[src/sv/cubic_bspline_grid_weight_assert.svh]
// Assertion macros for the cubic B-spline weight RTL.
// Each macro expects signals named clk and arst_n in the module that uses it.
`ifndef CUBIC_BSPLINE_GRID_WEIGHT_ASSERT_SVH
`define CUBIC_BSPLINE_GRID_WEIGHT_ASSERT_SVH

// The consequent must hold in the same cycle as the antecedent.
`define CBGW_ASSERT_IMP(lbl, ante, cons, msg) \
	lbl: assert property (@(posedge clk) disable iff (!arst_n) (ante) |-> (cons)) \
		else $error(msg);

// The consequent must hold in the cycle after the antecedent.
`define CBGW_ASSERT_NXT(lbl, ante, cons, msg) \
	lbl: assert property (@(posedge clk) disable iff (!arst_n) (ante) |=> (cons)) \
		else $error(msg);

`endif

[src/sv/cbgw_pkg.sv]
// Package for the cubic B-spline grid weight block: field widths, limits
// and the stage enable bundle. Depends on nothing.
package cbgw_pkg;

	// Fixed field widths of the streams and the register.
	localparam int POS_W = 32;
	localparam int INV_W = 24;
	localparam int W_W   = 16;
	localparam int G_W   = 18;
	localparam int OUT_W = W_W + 3 * G_W;
	localparam int OUT_TW = ((OUT_W + 7) / 8) * 8;

	// Pipeline depth: per-axis spline stages, then the product stages.
	localparam int AXIS_STAGES = 7;
	localparam int COMB_STAGES = 3;
	localparam int N_STAGES    = AXIS_STAGES + COMB_STAGES;

	// Register value after reset: a grid spacing of 1.0 in Q8.16.
	localparam logic [INV_W-1:0] INV_RESET = 24'd65536;

	// Output saturation limits.
	localparam logic [31:0]        W_MAX = 32'd65535;
	localparam logic signed [31:0] G_MAX = 32'sd131071;
	localparam logic signed [31:0] G_MIN = -32'sd131072;

	// Load enables, one per pipeline stage register.
	typedef struct packed {
		logic [COMB_STAGES-1:0] comb;
		logic [AXIS_STAGES-1:0] axis;
	} pipe_en_t;

endpackage

[src/sv/cbgw_ctrl.sv]
// Pipeline control for the cubic B-spline weight block: per-stage valid
// bits and load enables. Depends on cbgw_pkg and the assertion header.
`include "cubic_bspline_grid_weight_assert.svh"

module cbgw_ctrl (
	input  logic               clk,
	input  logic               arst_n,
	input  logic               in_valid,
	output logic               in_ready,
	output logic               out_valid,
	input  logic               out_ready,
	output cbgw_pkg::pipe_en_t en
);
	import cbgw_pkg::*;

	logic [N_STAGES:1]   valid_q;
	logic [N_STAGES+1:1] rdy;
	logic [N_STAGES:0]   up_valid;
	logic [N_STAGES:1]   en_all;
	logic                in_xfer;
	logic                out_xfer;

	// A stage can take new data when it is empty or its content moves on.
	assign rdy[N_STAGES+1] = out_ready;
	assign up_valid[0] = in_valid;
	for (genvar k = 1; k <= N_STAGES; k++) begin : g_stage
		assign rdy[k]      = !valid_q[k] || rdy[k+1];
		assign up_valid[k] = valid_q[k];
		assign en_all[k]   = rdy[k] && up_valid[k-1];
	end

	assign en.axis = en_all[AXIS_STAGES:1];
	assign en.comb = en_all[N_STAGES:AXIS_STAGES+1];

	assign in_ready  = rdy[1];
	assign out_valid = valid_q[N_STAGES];
	assign in_xfer   = in_valid && rdy[1];
	assign out_xfer  = valid_q[N_STAGES] && out_ready;

	// Valid bits move forward with the data wherever a stage is free.
	always_ff @(posedge clk or negedge arst_n) begin
		if (!arst_n) begin
			valid_q <= '0;
		end else begin
			for (int k = 1; k <= N_STAGES; k++) begin
				if (rdy[k]) begin
					valid_q[k] <= up_valid[k-1];
				end
			end
		end
	end

	// The item count in flight changes only by transfers at the two ends.
	`CBGW_ASSERT_NXT(a_occupancy, 1'b1, $countones(valid_q) == $past($countones(valid_q)) + int'($past(in_xfer)) - int'($past(out_xfer)), "pipeline lost or duplicated an item")
	// A full pipeline with a stalled output cannot take an input.
	`CBGW_ASSERT_IMP(a_full_stall, (&valid_q) && !out_ready, !in_ready, "input taken while pipeline full and stalled")
	// The first stage keeps its item while the second stage is blocked.
	`CBGW_ASSERT_NXT(a_hold_first, valid_q[1] && !rdy[2], valid_q[1], "first stage dropped a stalled item")

endmodule

[config.mk]
export PLATFORM = sky130hd
export DESIGN_NAME = cbgw_ctrl
export DESIGN_NICKNAME = d
export VERILOG_FILES = /design/src/sv/cbgw_pkg.sv /design/src/sv/cbgw_ctrl.sv
export VERILOG_INCLUDE_DIRS = /design/src /design/src/sv
export SDC_FILE = /design/constraint.sdc
export NUM_CORES = 1
export LEC_CHECK = 0
export ABC_AREA = 1
export BUFFER_PORTS_ARGS = -buffer_cell sky130_fd_sc_hd__buf_2
export CAP_MARGIN = 30
export CORE_AREA = 3 3 40 42
export DETAILED_ROUTE_END_ITERATION = 12
export DIE_AREA = 0 0 43 45
export HOLD_SLACK_MARGIN = 0.05
export PLACE_DENSITY = 0.76
export SETUP_SLACK_MARGIN = 0.4
export SLEW_MARGIN = 20
export SYNTH_ARGS = -nofsm -noshare
export SYNTH_HDL_FRONTEND = slang
export SYNTH_SLANG_ARGS = --single-unit
export TNS_END_PERCENT = 20
[constraint.sdc]
create_clock -name clk -period 1.1 [get_ports clk]
set_input_delay 0.11 -clock clk [delete_from_list [all_inputs] [get_ports clk]]
set_output_delay 0.11 -clock clk [all_outputs]
set_load 0.005 [all_outputs]
After elaboration in Yosys (flattened, before gate mapping)

Cells that the tools add are included.

Reductions and logical operators: 30

Operator list:

| operator          | count |
|---|---|
| 1-bit logical AND | 10 |
| 1-bit zero test   | 10 |
| 1-bit logical OR  | 10 |

Register bits: 10
Input port bits: 4
Output and inout bits: 12
Word-level logic and storage cells: 40

Logic depth before layout (Yosys ltp)

Gate-level depths: netlist (run 1).

Depth in word-level cells: 12
Depth in mapped cells: 8
Depth with buffers taken out: 8

Worst setup path after synthesis (run 1)

OpenSTA, ideal clock, no wires.

Path type: flip-flop to output port
Start point: register valid_q[10] in the netlist's numbering
End point: output en[0] in the netlist's numbering
Arrival: 1,079 ps
Required time: 990 ps
Path slack: -89 ps
Stages on the path, launching flop included: 8
Buffers on the path: 0
Cell sequence: dfrtp_1 nand3_2 nor2_4 nand4_4 nor2_4 nand4_4 nand2_2 inv_1

RTL lines:

| item                            | RTL line        | RTL |
|---|---|---|
| start, declared                 | cbgw_ctrl.sv:16 | `logic [N_STAGES:1] valid_q;` |
| start signal, assigned by index | cbgw_ctrl.sv:47 | `valid_q[k] <= up_valid[k-1];` |
| end, declared                   | cbgw_ctrl.sv:12 | `output cbgw_pkg::pipe_en_t en` |

==> results of run 1 <==
==> critical path: stages (launching register included) <==
cell and delay, ns:
dfrtp_1 0.37, nand3_2 0.11, nor2_4 0.13, nand4_4 0.10
nor2_4 0.13, nand2_2 0.07, inv_2 0.06, a21oi_1 0.05
buf_2 0.13
==> through the flow <==
stage          std cells  util (%)
6_report             106     59.59
5_1_grt              106     59.59
4_1_cts              104     57.74
3_5_place_dp          95     51.31
3_3_place_gp          95     51.31
2_1_floorplan         56         -
==> power by group <==
group | internal, uW | leakage, uW | switching (uW)
clock | 201 | 0.0000210 | 136
sequential | 459 | 0.000111 | 83.1
combinational | 320 | 0.000301 | 302
total | 980 | 0.000433 | 520
==> kinds of logic after synthesis <==
family                 Yosys count  share of synthesized area [%]
buffers and inverters           16                          12.06
AOI/OAI and AO/OA                5                          5.777
DFF                             10                          50.25
and+or+nand+nor                 25                          31.91
==> layer usage <==
metal | GRT usage, % | share of wire [%] | vias to the layer above
li1 | - | - | 235
met1 | 16.54 | 38 | 219
met2 | 20.96 | 56 | 11
met3 | 2.390 | 5.2 | 2
met4 | 7.229 | 0.97 | 0
met5 | 0 | 0 | -
==> path summary, 6_finish.rpt <==
kind / from / endpoint / cells after the start
min reg2reg: valid_q[8] / valid_q[9] / 2
max in group asynchronous: arst_n / valid_q[10] / 2
min: out_ready / valid_q[10] / 4
max: valid_q[10] / en[1] / 8
min in group asynchronous: arst_n / valid_q[6] / 2
max reg2reg: valid_q[10] / valid_q[2] / 8
==> Yosys cell counts <==
master,instances
a21oi_1,3
dfrtp_1,10
inv_1,14
inv_2,2
nand2_1,14
nand2_2,2
nand3_1,1
nand3_2,1
nand4_4,2
nor2_1,2
nor2_2,1
nor2_4,2
o21ai_0,1
o21ai_2,1
==> cell usage in the layout (no fill, tap or decap), types with 2 or more instances in the layout <==
master / instances
nand2_1: 12
nor2_1: 2
inv_1: 13
inv_2: 3
buf_2: 15
buf_4: 14
dfrtp_1: 10
nor2_4: 2
nand2_2: 4
clkbuf_4: 3
dlygate4sd3_1: 2
a21oi_2: 2
nand4_4: 2
==> final cells by class <==
type | instances | area [sq um] | share of cell area (%)
Multi-Input combinational cell | 30 | 200.2 | 26.14
Clock buffer | 4 | 36.28 | 4.739
Sequential cell | 10 | 250.2 | 32.68
Tap cell | 15 | 18.77 | 2.451
Inverter | 16 | 60.06 | 7.843
Timing Repair Buffer | 31 | 200.2 | 26.14
==> what timing repair did <==
item	4_1_cts	5_1_grt
hold buffers	2	0
setup endpoints to repair	22	22
gates resized for setup	1	4
buffers inserted	3	2
pin swaps	1	1
endpoints found under the hold margin	11	0
==> impl_results.md, run 1 <==
- Pre-CTS setup slack: -0.1813 ns
- TritonRoute pass-1 iters: 3
- Final WS setup: -0.4323 ns
- CP arrival: 1.42 ns
- Synth unique cells: 14
- Routed wire per std cell: 9.698 um
- Vias: 467
- Yosys reg bits: 10
- CP max FO: 3
- Core area: 1285 sq um
- Row count: 13
- Gpl congestion: 0.7198
- Ys Warns: 0
- Largest register FFs: 10
- Layout cell share with drive strength beyond 1: 53.85%
- TritonCTS clock tree: done
- RSZ-0062 raised after global routing: yes
- CTS H-Tree Depth: 1
- Final net count: 96
- Post-layout minimum cycle time: 1.532 ns
- DRT iter0 DRCs: 5
- Antenna Cells: 0
- Endpoints failing hold: 0
- Clock transition at path regs: 0.07 ns
- Antenna violations before repair: 0
- Seq/Total Area, Yosys: 50.25%
- Startpoint types: register
- CTS Buf Count: 3
- CP Capture Type: primary output
- Vias per inst: 4.406
- Biggest regs: valid_q x10
- Mean post-synth cell area: 8.892 sq um
- Setup TNS: -4.001 ns
- Global-route wire length before repair: 1883 um
- Synth Cell Area: 498.0 sq um
- Layout Area Growth over Synthesis: 53.77%
- Reg2Reg Setup Slack: -0.24 ns
- Pin count of the biggest net entering global routing: 11
- Top cell type's share of synthesized area: 50.25%
- Synth area leader: dfrtp_1
- Overall die area: 1935 sq um
- Vias in the first global route: 470
- Die width: 43 um
- Synth top area cells: dfrtp_1, inv_1, nand2_1, nand4_4, nor2_4
- IO Pins: 16
- Input/output buffers: 15
- CP required: 0.99 ns
- Power Density: 1960 nW/um^2
- Max Clock Skew: 0.002956 ns
- Final Hold Slack: 0.1099 ns
- Crit path kind: reg -> out
- Initial Util: 38.75%
- Status: complete, but fails checks
- Total power: 1501 uW
- Reg with most FFs: valid_q
- Clock tree buffer depth: 2
- Gate Count Post-Synth: 56
- GRT overflow: 0
- Filler cells: 113
- Post-route DRC violation count: 0
- Max-cap violations: 0
- Root Buffer: clkbuf_4
- Slew Limit Fails: 0
- Fin crit share: 139.3%
- Antenna-violating nets left: 0
- Synthesized Nets: 60
- Leakage: 0.0004328 uW
- Setup violators final: 14
- Finished Cell Area: 765.7 sq um
- FMAX: 652.6 MHz
- Clock latency on the worst-skew pair: 0.27 ns
- Sink Count: 10
- Failing checks: negative setup slack
- VDD IR max: 1.135 mV
- Final WL: 1028 um
- Post-detail-place hpwl: 725.2 um
- Placed Area: 659.4 sq um
- Actual slew at the worst max-slew pin: 0.2244 ns
- Relative slew slack: 85.04%
- Die Y: 45 um
- Total GRT Usage: 13.00%
- Tightest Hold Check Type: in -> reg
Power figures use the tool's default switching activity.
==> run 2: changes to the inputs <==
--- a/config.mk
+++ b/config.mk
@@ -14,6 +14,7 @@
 export DIE_AREA = 0 0 43 45
 export HOLD_SLACK_MARGIN = 0.05
 export PLACE_DENSITY = 0.76
+export RECOVER_POWER = 25
 export SETUP_SLACK_MARGIN = 0.4
 export SLEW_MARGIN = 20
 export SYNTH_ARGS = -nofsm -noshare
==> run 2 against run 1 <==
The run still ends with negative setup slack left; via count unchanged; hold slack unchanged; maximum frequency unchanged; non-clock buffer count unchanged; die area unchanged; cell count unchanged; register-to-register slack about the same; clock-buffer cell count unchanged.
==> impl_results.md, run 2 (synthesis gave the netlist of run 1 again) <==
- Status: complete, but fails checks
- Failing checks: negative setup slack
- FMAX: 652.6 MHz (unchanged)
- DRT iter0 DRCs: 5 (unchanged)
- Die Y: 45 um (unchanged)
- Final cell count without fillers: 106 (unchanged)
- Clock latency on the worst-skew pair: 0.27 ns (about the same)
- Vias: 467 (unchanged)
- Routed wire per std cell: 9.689 um (about the same)
- Antenna-violating nets left: 0 (unchanged)
- Reg with most FFs: valid_q
- Largest register FFs: 10 (unchanged)
- CP Capture Type: primary output
- GRT overflow: 0 (unchanged)
- Relative slew slack: 64.36% (-21 points)
- Clock tree buffer depth: 2 (unchanged)
- Total GRT Usage: 13.00% (unchanged)
- Input/output buffers: 15 (unchanged)
- Layout Area Growth over Synthesis: 53.52%
- Most frequent cells in the layout: buf_2, buf_4, inv_1
- Placed Area: 659.4 sq um (unchanged)
- Worst Path Buf+Inv: 2 (unchanged)
- Post-route DRC violation count: 0 (unchanged)
- Dpl cells: 95 (unchanged)
- Gpl congestion: 0.7198 (unchanged)
- Startpoint types: register
- VDD IR max: 1.141 mV (+0.57%)
- Antenna violations before repair: 0 (unchanged)
- IO Pins: 16 (unchanged)
- Clock transition at path regs: 0.07 ns (about the same)
- Post-layout minimum cycle time: 1.532 ns (unchanged)
- CTS Buf Count: 3 (unchanged)
- Fin crit share: 139.3% (unchanged)
- Tightest Hold Check Type: in -> reg
- Overall die area: 1935 sq um (unchanged)
- Global-route wire length before repair: 1883 um (unchanged)
- Worst Setup SP: valid_q[10]
- Final net count: 96 (unchanged)
- Cell family with most CP delay: simple AND/OR/NAND/NOR gates
- Power Density: 1962 nW/um^2 (+0.12%)
- Pre-CTS setup slack: -0.1813 ns (unchanged)
- Vias per inst: 4.406 (unchanged)
- Max-cap violations: 0 (unchanged)
- Initial Util: 38.75% (unchanged)
- Post-detail-place hpwl: 725.2 um (unchanged)
- Antenna Cells: 0 (unchanged)
- Final Hold Slack: 0.1099 ns (unchanged)
- Max Clock Skew: 0.002836 ns (-0.0001201 ns)
- Crit path kind: reg -> out
- Core area: 1285 sq um (unchanged)
- CP required: 0.99 ns (about the same)
- Endpoints failing hold: 0 (unchanged)
- CTS H-Tree Depth: 1 (unchanged)
- Row count: 13 (unchanged)
- RR Startpoint: valid_q[10]
- Setup violators final: 14 (unchanged)
- Die width: 43 um (unchanged)
- Crit path cell chain: nand3_2, nor2_4, nand4_4, nor2_4, nand2_2, inv_2, a21oi_1, buf_2
- Actual slew at the worst max-slew pin: 0.5346 ns (+0.3102 ns)
- Finished Cell Area: 764.5 sq um (-0.16%)
- Largest stage delay on the critical path: 0.37 ns (about the same)
- Worst hold start: out_ready
- Fin util: 59.49% (-0.097 points)
- TritonRoute pass-1 iters: 3 (unchanged)
- RSZ-0062 raised after global routing: yes
- Top cell by count, worst path: nor2_4
- Leakage: 0.0004300 uW (-0.64%)
- TritonCTS clock tree: done
- Layout cell share with drive strength beyond 1: 52.75% (-1.1 points)
- CP max FO: 3 (unchanged)
- Biggest regs: valid_q x10
- Vias in the first global route: 470 (unchanged)
- Pin count of the biggest net entering global routing: 11 (unchanged)
- Final WS setup: -0.4323 ns (unchanged)
- Sink Count: 10 (unchanged)
- Slew Limit Fails: 0 (unchanged)
- Final WL: 1027 um (about the same)
- Slowest cell on crit path: dfrtp_1
- Root Buffer: clkbuf_4
- CP arrival: 1.42 ns (about the same)
-- run 2: report_power, final --
group	switching, uW	internal (uW)	total, uW	leakage (uW)
Clock	136	201	337	0.0000210
Combinational	302	320	621	0.000298
Sequential	83.1	459	542	0.000111
Total	520	980	1500	0.000430
-- run 2: metal layers --
layer	track usage, %	vias to the layer above	share of wire [%]
li1	-	235	-
met1	16.54	219	38
met2	20.96	11	56
met3	2.390	2	5.2
met4	7.229	0	0.97
met5	0	-	0
-- run 2: worst reg2reg max path: stages, from the launching register on --
cell and delay (ns):
dfrtp_1 0.37, nand3_2 0.11, nor2_4 0.13, nand4_4 0.10, nor2_4 0.13, nand2_2 0.07
buf_4 0.13, buf_4 0.13, o21ai_2 0.10
-- run 2: stage by stage --
step	power, uW	TNS [ns]
finish	1500	-4.001
global route	1628	-5.251
CTS	1473	-3.844
detailed placement	1096	-0.8666
global placement	1077	-0.6834
floorplan	805.6	-0.3770
-- run 2: worst paths after layout --
path / endpoint / slack, ns / depth (start not counted)
min in group asynchronous: valid_q[6] / 0.33 / 2
hold reg to reg: valid_q[9] / 0.51 / 2
hold / removal: valid_q[10] / 0.11 / 4
setup reg to reg: valid_q[2] / -0.24 / 8
setup / recovery: en[1] / -0.43 / 8
max in group asynchronous: valid_q[10] / 0.41 / 2
-- run 2: cell type report --
class,count,area [sq um]
Clock buffer,4,36.28
Inverter,16,60.06
Multi-Input combinational cell,30,200.2
Sequential cell,10,250.2
Fill cell,114,520.5
Timing Repair Buffer,31,198.9
Tap cell,15,18.77
-- run 2: what timing repair did --
item / in CTS / in global routing
endpoints found under the hold margin: 11 / 0
buffers inserted: 3 / 2
setup endpoints to repair: 22 / 22
hold buffers: 2 / 0
gates resized for setup: 1 / 4
pin swaps: 1 / 1
